**config.mk**
```make
export PLATFORM = sky130hd
export DESIGN_NAME = rgb565_hscale_transpose
export DESIGN_NICKNAME = d
export VERILOG_FILES = /design/src/rtl/rgbhst_pkg.sv /design/src/rtl/rgb565_hscale_transpose.sv
export SDC_FILE = /design/constraint.sdc
export NUM_CORES = 2
export LEC_CHECK = 0
export BUFFER_PORTS_ARGS = -buffer_cell sky130_fd_sc_hd__buf_2
export CORE_MARGIN = 4
export CORE_UTILIZATION = 50
export CTS_BUF_LIST = sky130_fd_sc_hd__clkbuf_8
export CTS_CLUSTER_DIAMETER = 120
export DETAILED_ROUTE_END_ITERATION = 8
export PLACE_DENSITY = 0.76
export SKIP_LAST_GASP = 1
export SYNTH_ARGS = -nofsm -noshare
export SYNTH_HDL_FRONTEND = slang
export SYNTH_SLANG_ARGS = --single-unit
```
**constraint.sdc**
```tcl
create_clock -name i_clk -period 11.6 [get_ports i_clk]
set_clock_uncertainty 0.05 [all_clocks]
set_input_delay 3.48 -clock i_clk [delete_from_list [all_inputs] [get_ports i_clk]]
set_output_delay 3.48 -clock i_clk [all_outputs]
set_load 0.02 [all_outputs]
```
**src/rtl/rgbhst_pkg.sv**
```systemverilog
// Package for the RGB565 horizontal scaler with column-major output.
// Holds widths, limits and configuration register indexes; no dependencies.
`default_nettype none

package rgbhst_pkg;

    localparam int FRAC_BITS   = 16;
    localparam int MAX_COLUMNS = 1023;
    localparam int MAX_ROWS    = 510;

    localparam int PIX_W   = 16;
    localparam int COL_W   = 10;
    localparam int ROW_W   = 9;
    localparam int PAIR_W  = 8;
    localparam int PITCH_W = 10;
    localparam int ADDR_W  = 20;
    localparam int PHASE_W = 27;
    localparam int PINT_W  = PHASE_W - FRAC_BITS;

    // Divider for the phase step: (source_width << FRAC_BITS) / dest_width
    localparam int NUM_W   = COL_W + FRAC_BITS;
    localparam int DCNT_W  = $clog2(NUM_W + 1);

    localparam int CFG_IDX_W  = 3;
    localparam int CFG_DATA_W = 10;

    typedef logic [CFG_IDX_W-1:0] t_cfg_idx;

    localparam t_cfg_idx CFG_DEST_WIDTH   = t_cfg_idx'(0);
    localparam t_cfg_idx CFG_SOURCE_WIDTH = t_cfg_idx'(1);
    localparam t_cfg_idx CFG_IMAGE_HEIGHT = t_cfg_idx'(2);
    localparam t_cfg_idx CFG_SOURCE_PITCH = t_cfg_idx'(3);

endpackage

`default_nettype wire

```
**src/rtl/rgb565_hscale_transpose.sv**
```systemverilog
// Top level of the RGB565 horizontal linear-interpolation scaler.
// Depends on rgbhst_pkg for widths, limits and register indexes.
//
//  channel | direction | handshake                  | payload
//  --------+-----------+----------------------------+------------------------------------
//  in      | in        | i_in_valid / o_in_ready    | i_left_pixel, i_right_pixel
//  out     | out       | o_out_valid / i_out_ready  | o_pixel_out, o_dest_column, o_dest_row,
//          |           |                            | o_next_fetch_address, o_frame_last
//  cfg     | in        | i_cfg_valid / o_cfg_ready  | i_cfg_index, i_cfg_data
//
// One pixel pair per cycle while neither the divider nor a stalled output holds the input:
// blend, counter update and next address are worked out in the cycle of the transfer and
// land in the output register. The phase step comes from a one-bit-per-step restoring
// divider that reruns after reset and after each register write; while it runs no pixel pair is taken.
// A stalled output holds the output register and stops the input side in the same cycle.
`default_nettype none

module rgb565_hscale_transpose
    import rgbhst_pkg::*;
(
    input  wire logic                      i_clk,
    input  wire logic                      i_rst_n,

    input  wire logic                      i_in_valid,
    output logic                           o_in_ready,
    input  wire logic [PIX_W-1:0]          i_left_pixel,
    input  wire logic [PIX_W-1:0]          i_right_pixel,

    output logic                           o_out_valid,
    input  wire logic                      i_out_ready,
    output logic [PIX_W-1:0]               o_pixel_out,
    output logic [COL_W-1:0]               o_dest_column,
    output logic [ROW_W-1:0]               o_dest_row,
    output logic [ADDR_W-1:0]              o_next_fetch_address,
    output logic                           o_frame_last,

    input  wire logic                      i_cfg_valid,
    output logic                           o_cfg_ready,
    input  wire logic [CFG_IDX_W-1:0]      i_cfg_index,
    input  wire logic [CFG_DATA_W-1:0]     i_cfg_data
);

    // Configuration registers
    logic [COL_W-1:0]   r_dest_width;
    logic [COL_W-1:0]   r_source_width;
    logic [ROW_W-1:0]   r_image_height;
    logic [PITCH_W-1:0] r_source_pitch;

    // Scan state
    logic [PHASE_W-1:0] r_phase, n_phase;
    logic [PHASE_W-1:0] r_phase_step;
    logic [COL_W-1:0]   r_col, n_col;
    logic [PAIR_W-1:0]  r_pair, n_pair;
    logic               r_even, n_even;

    // Divider
    logic               r_div_load;
    logic               r_div_busy;
    logic [DCNT_W-1:0]  r_div_cnt;
    logic [NUM_W-1:0]   r_div_q;
    logic [COL_W-1:0]   r_div_rem;
    logic [COL_W-1:0]   r_div_den;
    logic [COL_W:0]     div_sh;
    logic               div_bit;

    // Output register
    logic               r_out_valid;
    logic [PIX_W-1:0]   r_pix;
    logic [COL_W-1:0]   r_ocol;
    logic [ROW_W-1:0]   r_orow;
    logic [ADDR_W-1:0]  r_oaddr;
    logic               r_olast;

    logic               cfg_xfer;
    logic               in_xfer;
    logic               div_idle;

    logic [COL_W-1:0]   eff_width;
    logic [ROW_W-1:0]   h_clamp;
    logic [PAIR_W-1:0]  pairs_raw;
    logic [PAIR_W-1:0]  eff_pairs;

    logic               frame_start;
    logic [PHASE_W-1:0] step_use;
    logic [FRAC_BITS-1:0] w1;
    logic [FRAC_BITS:0]   w0;
    logic [FRAC_BITS+5:0] s_red, s_blue;
    logic [FRAC_BITS+6:0] s_green;
    logic [PIX_W-1:0]   pix;
    logic [ROW_W-1:0]   cur_row;
    logic [ROW_W-1:0]   nxt_row;
    logic               last_col, last_pair, frame_last;
    logic [ADDR_W-1:0]  addr;

    assign o_cfg_ready = 1'b1;
    assign cfg_xfer    = i_cfg_valid & o_cfg_ready;
    assign div_idle    = ~r_div_load & ~r_div_busy;
    assign o_in_ready  = div_idle & (~r_out_valid | i_out_ready);
    assign in_xfer     = i_in_valid & o_in_ready;

    // Effective geometry
    always_comb begin
        eff_width = (r_dest_width == '0) ? COL_W'(1) : r_dest_width;
        if (eff_width > COL_W'(MAX_COLUMNS)) begin
            eff_width = COL_W'(MAX_COLUMNS);
        end
        h_clamp   = (r_image_height > ROW_W'(MAX_ROWS)) ? ROW_W'(MAX_ROWS) : r_image_height;
        pairs_raw = PAIR_W'(({1'b0, h_clamp} + (ROW_W+1)'(1)) >> 1);
        eff_pairs = (pairs_raw == '0) ? PAIR_W'(1) : pairs_raw;
    end

    // Blend the three channels
    always_comb begin
        w1      = r_phase[FRAC_BITS-1:0];
        w0      = (FRAC_BITS+1)'(1 << FRAC_BITS) - {1'b0, w1};
        s_red   = (FRAC_BITS+6)'(i_left_pixel[15:11] * w0)
                + (FRAC_BITS+6)'(i_right_pixel[15:11] * {1'b0, w1});
        s_green = (FRAC_BITS+7)'(i_left_pixel[10:5] * w0)
                + (FRAC_BITS+7)'(i_right_pixel[10:5] * {1'b0, w1});
        s_blue  = (FRAC_BITS+6)'(i_left_pixel[4:0] * w0)
                + (FRAC_BITS+6)'(i_right_pixel[4:0] * {1'b0, w1});
        pix     = {s_red[FRAC_BITS +: 5], s_green[FRAC_BITS +: 6], s_blue[FRAC_BITS +: 5]};
    end

    // Advance row pair, column and phase
    always_comb begin
        frame_start = (r_col == '0) && (r_pair == '0) && ~r_even;
        step_use    = frame_start ? PHASE_W'(r_div_q) : r_phase_step;
        cur_row     = {r_pair, ~r_even};
        last_col    = ({1'b0, r_col} + (COL_W+1)'(1)) >= {1'b0, eff_width};
        last_pair   = ({1'b0, r_pair} + (PAIR_W+1)'(1)) >= {1'b0, eff_pairs};
        n_even      = ~r_even;
        n_pair      = r_pair;
        n_col       = r_col;
        n_phase     = r_phase;
        frame_last  = 1'b0;
        if (r_even) begin
            if (!last_pair) begin
                n_pair = r_pair + PAIR_W'(1);
            end else begin
                n_pair = '0;
                if (!last_col) begin
                    n_col   = r_col + COL_W'(1);
                    n_phase = r_phase + step_use;
                end else begin
                    n_col      = '0;
                    n_phase    = '0;
                    frame_last = 1'b1;
                end
            end
        end
        nxt_row = {n_pair, ~n_even};
        addr    = ADDR_W'(nxt_row * r_source_pitch)
                + ADDR_W'(n_phase[PHASE_W-1:FRAC_BITS]);
    end

    // Divider step
    always_comb begin
        div_sh  = {r_div_rem, r_div_q[NUM_W-1]};
        div_bit = div_sh >= {1'b0, r_div_den};
    end

    always_ff @(posedge i_clk) begin
        if (!i_rst_n) begin
            r_dest_width   <= COL_W'(320);
            r_source_width <= COL_W'(256);
            r_image_height <= ROW_W'(240);
            r_source_pitch <= PITCH_W'(256);
        end else if (cfg_xfer) begin
            unique case (i_cfg_index)
                CFG_DEST_WIDTH:   r_dest_width   <= i_cfg_data[COL_W-1:0];
                CFG_SOURCE_WIDTH: r_source_width <= i_cfg_data[COL_W-1:0];
                CFG_IMAGE_HEIGHT: r_image_height <= i_cfg_data[ROW_W-1:0];
                CFG_SOURCE_PITCH: r_source_pitch <= i_cfg_data[PITCH_W-1:0];
                default: ;
            endcase
        end
    end

    // Restart the divider after reset and after every register write
    always_ff @(posedge i_clk) begin
        if (!i_rst_n) begin
            r_div_load <= 1'b1;
            r_div_busy <= 1'b0;
            r_div_cnt  <= '0;
        end else if (cfg_xfer) begin
            r_div_load <= 1'b1;
            r_div_busy <= 1'b0;
            r_div_cnt  <= '0;
        end else if (r_div_load) begin
            r_div_load <= 1'b0;
            r_div_busy <= 1'b1;
            r_div_cnt  <= DCNT_W'(NUM_W);
        end else if (r_div_busy) begin
            r_div_cnt  <= r_div_cnt - DCNT_W'(1);
            r_div_busy <= (r_div_cnt != DCNT_W'(1));
        end
    end

    always_ff @(posedge i_clk) begin
        if (r_div_load) begin
            r_div_q   <= {r_source_width, {FRAC_BITS{1'b0}}};
            r_div_rem <= '0;
            r_div_den <= eff_width;
        end else if (r_div_busy) begin
            r_div_q   <= {r_div_q[NUM_W-2:0], div_bit};
            r_div_rem <= div_bit ? COL_W'(div_sh - {1'b0, r_div_den}) : div_sh[COL_W-1:0];
        end
    end

    always_ff @(posedge i_clk) begin
        if (!i_rst_n) begin
            r_phase <= '0;
            r_col   <= '0;
            r_pair  <= '0;
            r_even  <= 1'b0;
        end else if (in_xfer) begin
            r_phase <= n_phase;
            r_col   <= n_col;
            r_pair  <= n_pair;
            r_even  <= n_even;
        end
    end

    // Hold the step latched at frame start
    always_ff @(posedge i_clk) begin
        if (in_xfer) begin
            r_phase_step <= step_use;
        end
    end

    always_ff @(posedge i_clk) begin
        if (!i_rst_n) begin
            r_out_valid <= 1'b0;
        end else if (in_xfer) begin
            r_out_valid <= 1'b1;
        end else if (i_out_ready) begin
            r_out_valid <= 1'b0;
        end
    end

    always_ff @(posedge i_clk) begin
        if (in_xfer) begin
            r_pix   <= pix;
            r_ocol  <= r_col;
            r_orow  <= cur_row;
            r_oaddr <= addr;
            r_olast <= frame_last;
        end
    end

    assign o_out_valid          = r_out_valid;
    assign o_pixel_out          = r_pix;
    assign o_dest_column        = r_ocol;
    assign o_dest_row           = r_orow;
    assign o_next_fetch_address = r_oaddr;
    assign o_frame_last         = r_olast;

`ifndef ASSERT_OFF
    a_no_xfer_while_dividing: assert property (@(posedge i_clk) disable iff (!i_rst_n)
        in_xfer |-> (!r_div_busy && !r_div_load))
        else $error("pixel transfer taken while phase step not ready");

    a_frame_start_phase_zero: assert property (@(posedge i_clk) disable iff (!i_rst_n)
        (r_col == '0 && r_pair == '0 && !r_even) |-> (r_phase == '0))
        else $error("phase not zero at frame start");

    a_last_on_even_row: assert property (@(posedge i_clk) disable iff (!i_rst_n)
        (o_out_valid && o_frame_last) |-> (o_dest_row[0] == 1'b0))
        else $error("frame end flagged on an odd row");

    a_div_count_live: assert property (@(posedge i_clk) disable iff (!i_rst_n)
        r_div_busy |-> (r_div_cnt != '0))
        else $error("divider busy with zero step count");

    a_frame_end_resets_scan: assert property (@(posedge i_clk) disable iff (!i_rst_n)
        (in_xfer && frame_last) |=> (r_col == '0 && r_pair == '0 && !r_even))
        else $error("scan counters not cleared after frame end");
`endif

endmodule

`default_nettype wire

```
# Word-level counts from Yosys, hierarchy flattened

Index checks and enable logic that the tools add are counted.

Output and inout port bits: 59
Logic and storage cells: 101
Register bits: 222
Input bits: 50

$add $sub $neg: 13
$mul: 7
Bitwise operators: 9
Muxes and demuxes: 22
Reductions and logical operators: 17
Eq/ne operators: 4
$lt $le $gt $ge: 5

Operator list:

| operator                                              | number |
|---|---|
| 2-to-1 mux 27 bit                                     | 4 |
| 2-to-1 mux 26 bit                                     | 2 |
| adder 21 bit                                          | 2 |
| multiplier 5 x 16 -> 21 bit                           | 2 |
| multiplier 5 x 17 -> 21 bit                           | 2 |
| 2-to-1 mux 10 bit                                     | 4 |
| adder 27 bit                                          | 1 |
| 2-to-1 mux 8 bit                                      | 3 |
| adder 22 bit                                          | 1 |
| >= comparator 11 x 10 -> 1 bit                        | 2 |
| multiplier 6 x 16 -> 22 bit                           | 1 |
| multiplier 6 x 17 -> 22 bit                           | 1 |
| adder 19 x 11 -> 20 bit                               | 1 |
| logical NOT 10 bit                                    | 2 |
| multiplier 9 x 10 -> 19 bit                           | 1 |
| subtractor 17 x 16 -> 17 bit, first input constant    | 1 |
| logical NOT 8 bit                                     | 2 |
| adder 10 x 1 -> 11 bit, second input constant         | 1 |
| adder 10 x 1 -> 10 bit, second input constant         | 1 |
| greater-than comparator 10 bit, second input constant | 1 |
| 2-to-1 mux 5 bit                                      | 2 |
| AND reduction 2 bit                                   | 5 |
| subtractor 10 bit                                     | 1 |
| adder 8 x 1 -> 9 bit, second input constant           | 1 |
| 19 further kinds                                      | 33 |

# Depth between registers and ports, before layout

Depth in word-level cells: 10
Depth in mapped cells: 39
Mapped depth without buffers: 38

# Least setup slack after synthesis

OpenSTA, ideal clock, no wires.

Kind: input-to-reg
Start: in i_left_pixel[1]
End: reg r_pix[4] (netlist: o_pixel_out[4]) (data pin)
Setup slack: 2819 ps
Required time: 11290 ps
Stages on the path: 21
Library setup time: 260 ps
Arrival: 8471 ps
Buffers on the path: 2
Path through: buf_1 clkbuf_1 nand2_1 fa_1 inv_1 fa_1 inv_1 fa_1 inv_1 fa_1 fa_1 ha_1 a21o_1 a21o_1 a221oi_1 o21ai_1 a21o_1 a21o_1 a21o_1 a21oi_1 xnor2_1

Longest elaborated chain between the ends: 2

Ends and longest elaborated chain:

| element                     | line                           | source |
|---|---|---|
| start: declaration          | rgb565_hscale_transpose.sv:26  | `input wire logic [PIX_W-1:0] i_left_pixel,` |
| multiplier 5 x 17 -> 21 bit | rgb565_hscale_transpose.sv:120 | `s_blue = (FRAC_BITS+6)'(i_left_pixel[4:0] * w0)` |
| adder 21 bit                | rgb565_hscale_transpose.sv:121 | `+ (FRAC_BITS+6)'(i_right_pixel[4:0] * {1'b0, w1});` |
| via s_blue[20]              | rgb565_hscale_transpose.sv:87  | `logic [FRAC_BITS+5:0] s_red, s_blue;` |
| end signal: assignment      | rgb565_hscale_transpose.sv:244 | `r_pix <= pix;` |
| end: declaration            | rgb565_hscale_transpose.sv:68  | `logic [PIX_W-1:0] r_pix;` |

The timed path passes the listed nets, and every way through them passes these cells.
A chain may end at the register's enable or synchronous reset.

# Worst setup path after layout

Start: reg r_image_height[4]
End: reg r_oaddr[19] (netlist: o_next_fetch_address[19]) (data pin)

Longest elaborated chain between the ends: 10
Elaborated cells between the ends (all ways): 12
Those cells by class: add/sub (2); mul (1); order compare (2); mux (6); reduce/logical (1)

Ends and longest elaborated chain:

| element                          | line                           | source |
|---|---|---|
| start: declaration               | rgb565_hscale_transpose.sv:46  | `logic [ROW_W-1:0] r_image_height;` |
| start signal: assignment         | rgb565_hscale_transpose.sv:173 | `CFG_IMAGE_HEIGHT: r_image_height <= i_cfg_data[ROW_W-1:0];` |
| greater-than comparator 9 bit    | rgb565_hscale_transpose.sv:107 | `h_clamp = (r_image_height > ROW_W'(MAX_ROWS)) ? ROW_W'(MAX_ROWS) : r_image_height;` |
| 2-to-1 mux 9 bit (*)             | rgb565_hscale_transpose.sv:107 |  |
| adder 9 x 1 -> 9 bit (*)         | rgb565_hscale_transpose.sv:108 | `pairs_raw = PAIR_W'(({1'b0, h_clamp} + (ROW_W+1)'(1)) >> 1);` |
| logical NOT 8 bit                | rgb565_hscale_transpose.sv:109 | `eff_pairs = (pairs_raw == '0) ? PAIR_W'(1) : pairs_raw;` |
| 2-to-1 mux 8 bit (*)             | rgb565_hscale_transpose.sv:109 |  |
| >= comparator 9 x 8 -> 1 bit (*) | rgb565_hscale_transpose.sv:131 | `last_pair = ({1'b0, r_pair} + (PAIR_W+1)'(1)) >= {1'b0, eff_pairs};` |
| 2-to-1 mux 8 bit                 | rgb565_hscale_transpose.sv:138 | `if (!last_pair) begin` |
| 2-to-1 mux 8 bit                 | rgb565_hscale_transpose.sv:137 | `if (r_even) begin` |
| multiplier 9 x 10 -> 19 bit      | rgb565_hscale_transpose.sv:153 | `addr = ADDR_W'(nxt_row * r_source_pitch)` |
| adder 19 x 11 -> 20 bit (*)      | rgb565_hscale_transpose.sv:154 | `+ ADDR_W'(n_phase[PHASE_W-1:FRAC_BITS]);` |
| via addr[19]                     | rgb565_hscale_transpose.sv:93  | `logic [ADDR_W-1:0] addr;` |
| end signal: assignment           | rgb565_hscale_transpose.sv:247 | `r_oaddr <= addr;` |
| end: declaration                 | rgb565_hscale_transpose.sv:71  | `logic [ADDR_W-1:0] r_oaddr;` |

Mark *: on every way through the listed nets, which the timed path passes. The rest lies on a longest branch.

==> impl_metrics.env <==
export IMPL_rrSetupSlack_ns=2.68
export IMPL_mostFrequentLayoutCells="nand2_1 (519), inv_1 (487), fa_1 (458)"
export IMPL_nets=3880
export IMPL_syn_inst=3115
export IMPL_top_layer="met4"
export IMPL_start_util_pct=50.40
export IMPL_setup_viol=0
export IMPL_crit_type="reg2reg"
export IMPL_seqPwrFrac_pct=45.1
export IMPL_cp_slowest_cell="fa_1"
export IMPL_clock_power_share_pct=42.8
export IMPL_wl_met1_um=28630
export IMPL_start_kind="register"
export IMPL_drv_slew=0
export IMPL_drc=0
export IMPL_slew_headroom_pct=16.40
export IMPL_synth_seq_area_share_pct=18.86
export IMPL_yosysTopAreaCell="fa_1"
export IMPL_max_clock_freq_mhz=112.1
export IMPL_antenna_found_initial=2
export IMPL_slowest_delay_ns=0.53
export IMPL_multiInputGateArea_sq_um=21150
export IMPL_whs_ns=0.4180
export IMPL_crit_required_ns=11.87
export IMPL_netlist_cell_type_count=83
export IMPL_gp_routability_congestion=0.8730
export IMPL_ioPinCount=109
export IMPL_portBuffers=107
export IMPL_synthTopCellsByArea="fa_1 (32%), edfxtp_1 (11%), ha_1 (10%)"
export IMPL_fp_dieArea_sq_um=61970
export IMPL_drive_gt1_share_pct=8.444
export IMPL_min_period_ns=8.920
export IMPL_ant_nets=0
export IMPL_worst_pin_slew_ns=1.244
export IMPL_core_sq_um=57590
export IMPL_setup_tns_ns=0
export IMPL_drt_initial_drc_count=1292
export IMPL_vias=21210
export IMPL_cts_setup_buffers=0
export IMPL_power_switching_uw=528.4
export IMPL_synthArstFlopShare_pct=0
export IMPL_rows=88
export IMPL_path_clk_slew_ns=0.06
export IMPL_clk_path_buf_depth=3
export IMPL_totalPowerFinal_mw=1.895
export IMPL_hpwl_um=50960
export IMPL_status="complete, no violations"
export IMPL_p_per_area_nw_per_um2=61.04
export IMPL_combPwrFrac_pct=12.2
export IMPL_yosysTopAreaCellShare_pct=31.59
export IMPL_grt_pass1_vias=22090
export IMPL_postCtsResizedCells=0
export IMPL_grt_pass1_wl_um=112500
export IMPL_yosysWarningCount=0
export IMPL_final_common_cell="nand2_1"
export IMPL_irDropWorstVdd_mv=0.08517
export IMPL_clock_sinks=222
export IMPL_wl_met3_um=4471
export IMPL_syn_area_per_cell_sq_um=9.318
export IMPL_p_leak_nw=14.51
export IMPL_grt_overflow=0
export IMPL_crit_fanout=11
export IMPL_ff_latch_area_sq_um=5478
export IMPL_arrival_ns=9.19
export IMPL_final_hold_viol_count=0
export IMPL_path_delay_family="adder cells"
export IMPL_hold_buffers=0
export IMPL_min_path_type="reg2reg"
export IMPL_numCtsBuffers=39
export IMPL_routed_via_density=5.399
export IMPL_crit_buf_inv=5
export IMPL_wl_met2_um=31210
export IMPL_rsz0062_at_grt="no"
export IMPL_die_x_um=248.9
export IMPL_fin_crit_sh_pct=76.90
export IMPL_cts_tree="done"
export IMPL_grt_max_degree=79
export IMPL_grt_usage_pct=21.82
export IMPL_chipHeight_um=248.9
export IMPL_syn_num_nets=3863
export IMPL_end_kind="register"
export IMPL_synth_seq_cells=222
export IMPL_synth_edf_count=103
export IMPL_maxCapViolCount=0
export IMPL_power_share_switching_pct=27.89
export IMPL_wl_per_cell_um=16.92
export IMPL_final_fill_count=5136
export IMPL_clk_latency_ns=0.58
export IMPL_p_int_mw=1.366
export IMPL_routed_wl_um=66470
export IMPL_ys_flop_type="dfxtp_1"
export IMPL_synth_area_sq_um=29030
export IMPL_area_delta_synth_final_pct=6.944
export IMPL_cts_root_buffer="clkbuf_8"
export IMPL_first_pass_iters=6
export IMPL_htree_levels=2
[per-layer routing]
| metal | global-route usage (%) | vias up |
|---|---|---|
| li1 | - | 9813 |
| met1 | 30.18 | 10610 |
| met2 | 35.30 | 673 |
| met3 | 3.696 | 118 |
| met4 | 7.117 | 0 |
| met5 | 0 | - |
[worst paths after layout]
path                                                startpoint                            endpoint  cells past startpoint
worst min-delay path            r_source_width[7]$_SDFFE_PN0P_      r_source_width[7]$_SDFFE_PN0P_                      2
worst min register to register  r_source_width[7]$_SDFFE_PN0P_      r_source_width[7]$_SDFFE_PN0P_                      2
worst max-delay path            r_image_height[4]$_SDFFE_PN1P_  o_next_fetch_address[19]$_DFFE_PP_                     36
worst max register to register  r_image_height[4]$_SDFFE_PN1P_  o_next_fetch_address[19]$_DFFE_PP_                     36
[through the flow]
step           instances  area, sq um  setup WS (ns)  util (%)
6_report            3929        31040          2.680     53.90
5_1_grt             3929        31040          2.073     53.90
4_1_cts             3927        31040          2.649     53.90
3_5_place_dp        3856        30180          2.505     52.41
3_3_place_gp        3856        30180          2.465     52.41
2_1_floorplan       3115        29030          2.819         -
[cell type report]
class                   count  share of cell area [%]
flip-flops and latches    222                   17.65
inverters                 480                   5.804
clock inverters            27                  0.8062
well taps                 765                   3.084
multi-input cells        2248                   68.14
repair buffers            141                   2.547
clock buffers              44                   1.951
diodes                      2                 0.01612
[worst reg2reg max path, delay by kind of cell (launching register included)]
family	cells	cell delay (ns)
AOI/OAI and AO/OA	12	3.07
xor gates and xnor gates	2	0.31
adders and majority gates	8	3.36
buffers and inverters	5	0.25
DFF	1	0.33
and+or+nand+nor	9	1.32
[state kept, by name (all words and copies together) (netlist names), 9 cells and up]
register and flops:
r_phase 27, r_phase_step 27, r_div_q 26, o_next_fetch_address 20, o_pixel_out 16, o_dest_column 10
r_col 10, r_dest_width 10, r_div_den 10, r_div_rem 10, r_source_pitch 10, r_source_width 10
o_dest_row 9, r_image_height 9
[cell families after synthesis]
group	share of synthesized area (%)
AOI/OAI and AO/OA	7.539
muxes	2.009
other	0.01292
DFF	18.86
buffers and inverters	8.449
xor gates and xnor gates	3.440
and+or+nand+nor	17.75
adders and majority gates	41.93
[power by group through the flow]
| stage | registers [mW] | clock network [mW] | logic [mW] |
|---|---|---|---|
| after detailed placement | 0.870 | 0 | 0.228 |
| final | 0.854 | 0.810 | 0.231 |
| after CTS | 0.853 | 0.830 | 0.230 |
| after global routing | 0.855 | 0.863 | 0.255 |
| after floorplan | 0.871 | 0 | 0.157 |
| after global placement | 0.870 | 0 | 0.224 |
[cells in the mapped netlist (all sizes together), types with 26 or more instances]
master,n
ha,240
and2,247
o21ai,46
a21boi,49
nor2,94
nor2b,53
clkbuf,127
xnor2,75
buf,38
xor2,39
a21o,35
nand2,519
mux2i,29
fa,458
mux2,26
inv,479
dfxtp,119
edfxtp,103
nand3,41
a21oi,69
Power figures use the tool's default switching activity.
